--- src/sv/mcfc_pkg.sv ---
// Shared types, widths and codes for the Mohr-Coulomb fracture check.
// No dependencies; imported by every module of the block.
`timescale 1ns / 1ps
`default_nettype none
package mcfc_pkg;

  localparam int FRAC_BITS   = 16;
  localparam int ID_BITS_DEF = 20;
  localparam int STRESS_W    = 32;
  localparam int FS_W        = 24;
  localparam int TRIG_W      = 18;
  localparam int KIND_W      = 2;
  localparam int RAD_W       = 2 * STRESS_W;
  localparam int ROOT_W      = STRESS_W;
  localparam int PMAX_W      = STRESS_W + 1;
  localparam int DIFF_W      = STRESS_W + 2;
  localparam int SQD_W       = 2 * (STRESS_W + 1);
  localparam int PSH_W       = ROOT_W + TRIG_W;
  localparam int PCOS_W      = ROOT_W + 1 + TRIG_W;
  localparam int SHM_W       = PSH_W - FRAC_BITS;
  localparam int CT_W        = PCOS_W - FRAC_BITS;
  localparam int NORM_W      = CT_W + 1;
  localparam int PFR_W       = FS_W + NORM_W;
  localparam int FT_W        = PFR_W - FRAC_BITS;
  localparam int LIM_W       = FT_W + 1;
  localparam int CFG_IDX_W   = 3;
  localparam int CFG_DATA_W  = 32;

  localparam logic [CFG_IDX_W-1:0] REG_COHESION = 3'd0;
  localparam logic [CFG_IDX_W-1:0] REG_TENSILE  = 3'd1;
  localparam logic [CFG_IDX_W-1:0] REG_FRICTION = 3'd2;
  localparam logic [CFG_IDX_W-1:0] REG_SIN      = 3'd3;
  localparam logic [CFG_IDX_W-1:0] REG_COS      = 3'd4;

  localparam logic [KIND_W-1:0] KIND_INTACT  = 2'd0;
  localparam logic [KIND_W-1:0] KIND_TENSILE = 2'd1;
  localparam logic [KIND_W-1:0] KIND_SHEAR   = 2'd2;
  localparam logic [KIND_W-1:0] KIND_SKIPPED = 2'd3;

  localparam logic OP_START    = 1'b0;
  localparam logic OP_NEIGHBOR = 1'b1;

  localparam logic [TRIG_W-1:0] SIN_RESET = TRIG_W'(1 << FRAC_BITS);

  typedef struct packed {
    logic capture;
    logic init_start;
    logic set_skip;
    logic mul_ld;
    logic sqrt_go;
    logic pmax_ld;
    logic cmp_ld;
    logic norm_ld;
    logic fric_ld;
    logic class_ld;
    logic set_await;
    logic emit;
  } mcfc_cmd_t;

  typedef struct packed {
    logic op;
    logic unbreakable;
    logic connected;
    logic last_nb;
    logic no_nb;
    logic awaiting;
    logic tensile;
    logic sqrt_done;
  } mcfc_stat_t;

  // Clip a signed difference to the 32-bit output range.
  function automatic logic signed [STRESS_W-1:0] sat_stress(input logic signed [STRESS_W:0] v);
    logic signed [STRESS_W-1:0] res;
    if (v[STRESS_W] != v[STRESS_W-1])
      res = v[STRESS_W] ? {1'b1, {(STRESS_W-1){1'b0}}} : {1'b0, {(STRESS_W-1){1'b1}}};
    else
      res = v[STRESS_W-1:0];
    return res;
  endfunction

endpackage
`default_nettype wire

--- src/sv/mcfc_ctrl.sv ---
// Sequencer for the fracture check: steps the datapath through each beat.
// Depends on mcfc_pkg.
`timescale 1ns / 1ps
`default_nettype none
module mcfc_ctrl
  import mcfc_pkg::*;
(
  input  wire logic       clk,
  input  wire logic       rst_n,
  input  wire logic       start,
  output logic            busy,
  input  wire mcfc_stat_t stat,
  output mcfc_cmd_t       cmd
);
  localparam logic [3:0] S_IDLE   = 4'd0;
  localparam logic [3:0] S_DECIDE = 4'd1;
  localparam logic [3:0] S_MUL    = 4'd2;
  localparam logic [3:0] S_SQGO   = 4'd3;
  localparam logic [3:0] S_SQRT   = 4'd4;
  localparam logic [3:0] S_PMAX   = 4'd5;
  localparam logic [3:0] S_CMP    = 4'd6;
  localparam logic [3:0] S_NORM   = 4'd7;
  localparam logic [3:0] S_FRIC   = 4'd8;
  localparam logic [3:0] S_CLASS  = 4'd9;
  localparam logic [3:0] S_EMIT   = 4'd10;

  logic [3:0] state_r, state_nxt;

  always_comb begin
    state_nxt = state_r;
    cmd       = '0;
    unique case (state_r)
      S_IDLE: begin
        if (start) begin
          cmd.capture = 1'b1;
          state_nxt   = S_DECIDE;
        end
      end
      S_DECIDE: begin
        if (stat.op == OP_START) begin
          cmd.init_start = 1'b1;
          if (stat.unbreakable) begin
            cmd.set_skip = 1'b1;
            state_nxt    = S_EMIT;
          end else begin
            state_nxt = S_MUL;
          end
        end else if (!stat.awaiting) begin
          state_nxt = S_IDLE;
        end else if (stat.tensile && !stat.unbreakable && stat.connected) begin
          state_nxt = S_MUL;
        end else if (stat.last_nb) begin
          state_nxt = S_EMIT;
        end else begin
          state_nxt = S_IDLE;
        end
      end
      S_MUL: begin
        cmd.mul_ld = 1'b1;
        state_nxt  = S_SQGO;
      end
      S_SQGO: begin
        cmd.sqrt_go = 1'b1;
        state_nxt   = S_SQRT;
      end
      S_SQRT: begin
        if (stat.sqrt_done)
          state_nxt = S_PMAX;
      end
      S_PMAX: begin
        cmd.pmax_ld = 1'b1;
        state_nxt   = (stat.op == OP_NEIGHBOR) ? S_CMP : S_NORM;
      end
      S_CMP: begin
        cmd.cmp_ld = 1'b1;
        state_nxt  = stat.last_nb ? S_EMIT : S_IDLE;
      end
      S_NORM: begin
        cmd.norm_ld = 1'b1;
        state_nxt   = S_FRIC;
      end
      S_FRIC: begin
        cmd.fric_ld = 1'b1;
        state_nxt   = S_CLASS;
      end
      S_CLASS: begin
        cmd.class_ld = 1'b1;
        if (stat.no_nb) begin
          state_nxt = S_EMIT;
        end else begin
          cmd.set_await = 1'b1;
          state_nxt     = S_IDLE;
        end
      end
      S_EMIT: begin
        cmd.emit  = 1'b1;
        state_nxt = S_IDLE;
      end
      default: state_nxt = S_IDLE;
    endcase
  end

  always_ff @(posedge clk) begin
    if (!rst_n)
      state_r <= S_IDLE;
    else
      state_r <= state_nxt;
  end

  assign busy = (state_r != S_IDLE);
endmodule
`default_nettype wire

--- config.mk ---
export PLATFORM = sky130hd
export DESIGN_NAME = mcfc_ctrl
export DESIGN_NICKNAME = d
export VERILOG_FILES = /design/src/sv/mcfc_pkg.sv /design/src/sv/mcfc_ctrl.sv
export SDC_FILE = /design/constraint.sdc
export NUM_CORES = 1
export LEC_CHECK = 0
export ABC_AREA = 1
export BUFFER_PORTS_ARGS = -buffer_cell sky130_fd_sc_hd__buf_2
export CELL_PAD_IN_SITES_DETAIL_PLACEMENT = 1
export CELL_PAD_IN_SITES_GLOBAL_PLACEMENT = 1
export CORE_MARGIN = 3
export CORE_UTILIZATION = 26
export DETAILED_ROUTE_END_ITERATION = 10
export HOLD_SLACK_MARGIN = 0.03
export PLACE_DENSITY = 0.8
export SLEW_MARGIN = 0
export SYNTH_ARGS = -nofsm -noshare
export SYNTH_HDL_FRONTEND = slang
export SYNTH_SLANG_ARGS = --single-unit
--- constraint.sdc ---
create_clock -name clk -period 2.05 [get_ports clk]
set_clock_uncertainty 0.1 [all_clocks]
set_input_delay 0.41 -clock clk [delete_from_list [all_inputs] [get_ports clk]]
set_output_delay 0.41 -clock clk [all_outputs]
set_load 0.01 [all_outputs]
Yosys cells after proc, flatten, opt, wreduce, memory -nomap -nowiden
Cells that the tools add are included.
{"block": "totals", "word_cells": 43, "input_bits": 11, "romBits": 0, "n_memories": 0, "latch_bits": 0, "ramBits": 0, "ff_bits": 4}
{"block": "classes", "magnitude_cmp": 0, "n_div": 0, "shifts": 0, "n_reduce_logical": 6, "addsub": 0, "eq_ne": 12, "bitwise": 0, "n_mul": 0, "muxes": 24}
{"operator": "4-bit case mux with 10 select lines", "count": 1}
{"operator": "4-bit 2-to-1 mux", "count": 8}
{"operator": "4-bit by 3-bit == test with 1-bit output (second input constant)", "count": 4}
{"operator": "4-bit == test (second input constant)", "count": 3}
{"operator": "1-bit 2-to-1 mux", "count": 12}
{"operator": "4-bit by 2-bit == test with 1-bit output (second input constant)", "count": 2}
{"operator": "2-bit 2-to-1 mux", "count": 3}
{"operator": "4-bit by 1-bit == test with 1-bit output (second input constant)", "count": 1}
{"operator": "4-bit logical NOT", "count": 1}
{"operator": "2-bit inequality test (second input constant)", "count": 2}
{"operator": "4-bit nonzero test", "count": 1}
{"operator": "1-bit logical AND", "count": 2}
{"operator": "2-bit AND reduction", "count": 1}
{"operator": "1-bit logical NOT", "count": 1}

Logic depth before layout (Yosys ltp)
{"block": "depth", "depth_word": 7, "mapped_depth": 8, "ltp_nobuf": 7}

Worst setup path before layout
Ideal clock, no wire load.
{"block": "synth_path", "path_type": "flip-flop to output port", "start": "reg state_r[2]", "end": "out cmd[11] (netlist name)", "required_ns": 1.540, "t_arrival_ns": 0.982, "path_stages_with_launch": 6, "path_slack_ns": 0.558, "cell_sequence": "dfxtp_1 > inv_2 > nand2_1 > nor3_1 > inv_1 > nor2_1"}
{"element": "start, declared", "line": "mcfc_ctrl.sv:27", "rtl": "logic [3:0] state_r, state_nxt;"}
{"element": "start signal, assigned", "line": "mcfc_ctrl.sv:107", "rtl": "state_r <= state_nxt;"}
{"element": "end, declared", "line": "mcfc_ctrl.sv:13", "rtl": "output mcfc_cmd_t cmd"}

==> summary.txt <==
Run
  • Max-Cap Viols: 0

Synth
  • Simple-Gate Fraction of Synth Area: 50.6%
  • Number of distinct library cells after synthesis: 19
  • Post-synthesis sequential area ratio: 20.6%
  • Number of flops mapped to enable cells by yosys: 0
  • Fraction of synthesized cell area in xor and xnor cells: 0%
  • Number of warnings printed during yosys synthesis: 0
  • Dominant cell type by area after synthesis: sky130_fd_sc_hd__dfxtp_1
  • Average footprint of a synthesized cell: 5.39 µm²
  • Post-synth net total: 83
  • Post-synthesis cell count: 72
  • Yosys reg bits: 4
  • Synth Area in Adders: 0%
  • Combinational family with the most area after synthesis: simple AND/OR/NAND/NOR gates
  • Proportion of synthesized area in mux cells: 0%
  • Synthesized-area fraction occupied by ao, oa, aoi and oai cells: 11.9%
  • Area of the mapped netlist: 388 µm²
  • Post-synth top cells: sky130_fd_sc_hd__nor2_1 (15), sky130_fd_sc_hd__inv_1 (12), sky130_fd_sc_hd__nand2_1 (12)
  • Primary FF master, synth: sky130_fd_sc_hd__dfxtp_1
  • Cells taking the most area after synthesis: sky130_fd_sc_hd__dfxtp_1 (21%), sky130_fd_sc_hd__nor2_1 (15%), sky130_fd_sc_hd__inv_1 (12%), sky130_fd_sc_hd__nand2_1 (12%), sky130_fd_sc_hd__nand3_1 (7.7%)
  • Most instantiated library cell after synthesis: sky130_fd_sc_hd__nor2_1
  • Area share of the leading cell type in the synthesized netlist: 20.6%
  • Async set-or-reset flop fraction in the synthesized netlist: 0%

Cells and area
  • Max reg flops: 4
  • Largest registers: state_r x4
  • Number of fill cells: 208
  • Ant diodes: 0
  • Final Net Count: 110
  • Layout cell share with drive strength beyond 1: 37.1%
  • Register bank with the most flops: state_r
  • Layout overhead on the synthesized area: 39.0%
  • Layout Utilization: 39.9%

Worst setup path
  • Setup slack of the most critical reg-to-reg path: 0.80 ns
  • Setup crit end kind: output pin
  • CP max FO: 5
  • Worst Setup Path Type: flip-flop to output pin
  • Crit-path max cell delay: 0.33 ns
  • Sequence of cells on the critical path: inv_2 > nand2_1 > nor3_1 > inv_1 > nor2_1 > buf_2
  • RR Endpoint: state_r[0]$_SDFFE_PN0P_
  • Highest-delay cell along the critical path: sky130_fd_sc_hd__dfxtp_1
  • Critical path startpoint category: flip-flop
  • Startpoint of the most critical register-to-register path: state_r[0]$_SDFFE_PN0P_
  • Reg2Reg Depth: 6
  • Worst EP arrival: 1.31 ns
  • Worst Path Required: 1.54 ns

Clock network
  • Hold-fix buffers at CTS: 0
  • Quantity of gates resized following cts: 0
  • Buffer depth of the longest clock path: 2
  • Count of clock tree sinks: 4
  • Clock slew at the register clock pins of the worst setup and hold paths: 0.04 ns
  • Clk Tree Root Cell: sky130_fd_sc_hd__clkbuf_4
  • Worst-Skew Late Latency: 0.24 ns
  • H-tree depth: 1
  • Total CTS buffers: 3
  • Clock tree from TritonCTS: built
  • Post-CTS Repair Setup Buffers: 0

Drt
  • Violation count after the first detailed-route iteration: 2
  • Wirelength, routed: 1.20 mm
  • Detailed-route DRC error count: 0
  • Overall via count from detail_route: 523
  • Number of iterations in the first detailed-routing pass: 2
  • Wirelength per Cell: 10.7 µm
  • Via-to-Cell Ratio: 4.67
  • Antenna Violating Nets Remaining: 0

Power and ir drop
  • Switching share of power: 46.3%
  • Total power divided by cell area: 838 mW/mm²
  • Peak VDD IR: 0.260 mV
  • Clock share of power: 22.8%
  • Proportion of power drawn by combinational gates: 49.7%
  • Part of the power in registers: 27.5%
  • Leakage: 0.320 nW
  • Internal power: 0.243 mW
  • Power dissipated by switching net loads: 0.209 mW

Min path
  • Endpoint of the worst hold-timing path: state_r[0]$_SDFFE_PN0P_
  • Hold Path Origin: rst_n
  • Path type of the worst min-delay path: input pin to flip-flop
  • Hold-critical path depth: 3

STA
  • Setup TNS Final: 0 ns
  • Relative max-transition margin: 79.2%
  • Worst-margin pin slew: 0.312 ns
  • Fmax: 550 MHz
  • Setup violation total in the final timing report: 0
  • Setup repair after global routing missed its margin: false
  • Final Hold Vio Count: 0
  • Clock period minus worst slack: 1.82 ns
  • Max-slew violation total from the final report: 0
  • Tcrit/Tclk final: 88.7%

Global routing
  • Remaining Overflow, GRT: 0
  • Wire length of the first global-routing pass: 2.06 mm
  • Pin count of the biggest net entering global routing: 9
  • All-Layer GR Usage: 13.5%
  • Number of antenna violations at the first check in global routing: 0
  • Vias in the first global route: 534

Die
  • Starting utilization of the core area: 28.7%
  • Std cell rows: 13
  • IO Pins: 24
  • Overall die area: 0.00199 mm²
  • Y dimension of the die: 44.6 µm
  • Placeable core area: 0.00135 mm²
  • Die boundary width: 44.6 µm

Place
  • Final weighted congestion in routability-driven placement: 0.733
  • Half-perimeter wire length of the detailed placement result: 1.01 mm
  • Quantity of I/O buffers inserted on ports: 23

Status
  • Outcome: finished clean
[metal layers]
metal	global-route usage (%)	share of wire, %	up-vias
met2	23.8	47	20
met3	1.22	7.9	2
met4	5.42	1.2	0
li1	-	-	272
met1	16.4	44	229
met5	0	0	-
[metrics by stage]
stage	hold WS (ns)	cells	setup slack (ns)	instance area [µm²]	total power, mW
6_report	0.333	112	0.231	539	0.452
5_1_grt	0.349	112	0.0965	539	0.494
3_3_place_gp	0.499	109	0.478	517	0.350
2_1_floorplan	0.452	72	0.558	388	0.278
3_5_place_dp	0.499	109	0.452	517	0.352
4_1_cts	0.336	112	0.215	539	0.453
[worst max-delay path by stage]
stage | start | to | slack [ns] | depth (start not counted)
2_1_floorplan | state_r[2]$_SDFFE_PN0P_ | cmd[11] | 0.56 | 5
3_3_place_gp | stat[7] | cmd[9] | 0.48 | 4
3_5_place_dp | stat[7] | cmd[9] | 0.45 | 4
4_1_cts | state_r[2]$_SDFFE_PN0P_ | cmd[11] | 0.22 | 6
5_1_grt | state_r[2]$_SDFFE_PN0P_ | cmd[11] | 0.1 | 6
6_report | state_r[3]$_SDFFE_PN0P_ | cmd[11] | 0.23 | 6
[critical path, delay by kind of cell, from the launching register on]
kind,cells,cell delay (ns)
AND/OR/NAND/NOR,3,0.47
flip-flops,1,0.33
buffers and inverters,3,0.28
[cell usage in the layout, fill, tap and decap left out, drive strengths merged]
master	n
nand3	6
a21oi	3
nand4	1
clkbuf	3
nand2	13
nor3	3
buf	23
o21ai	4
or2	1
dfxtp	4
nor2	18
inv	16
nand3b	1
o211ai	1
[layout make-up]
cell class / instances / area (µm²) / area share [%]
Inverter: 16 / 60.1 / 11.1
Multi-Input combinational cell: 51 / 243 / 45.0
Timing Repair Buffer: 23 / 115 / 21.3
Tap cell: 15 / 18.8 / 3.48
Sequential cell: 4 / 80.1 / 14.8
Clock buffer: 3 / 22.5 / 4.18
[power groups by stage]
stage / Combinational (mW) / Clock (mW) / Sequential [mW]
after floorplan: 0.169 / 0 / 0.109
after global placement: 0.225 / 0 / 0.126
after detailed placement: 0.227 / 0 / 0.126
after CTS: 0.228 / 0.101 / 0.124
after global routing: 0.256 / 0.109 / 0.129
final: 0.225 / 0.103 / 0.124
[cells by family after synthesis]
family,count (synthesis)
AOI/OAI and AO/OA,8
and+or+nand+nor,43
buffers and inverters,17
DFF,4
No activity file was read; power rests on OpenSTA's default activity.
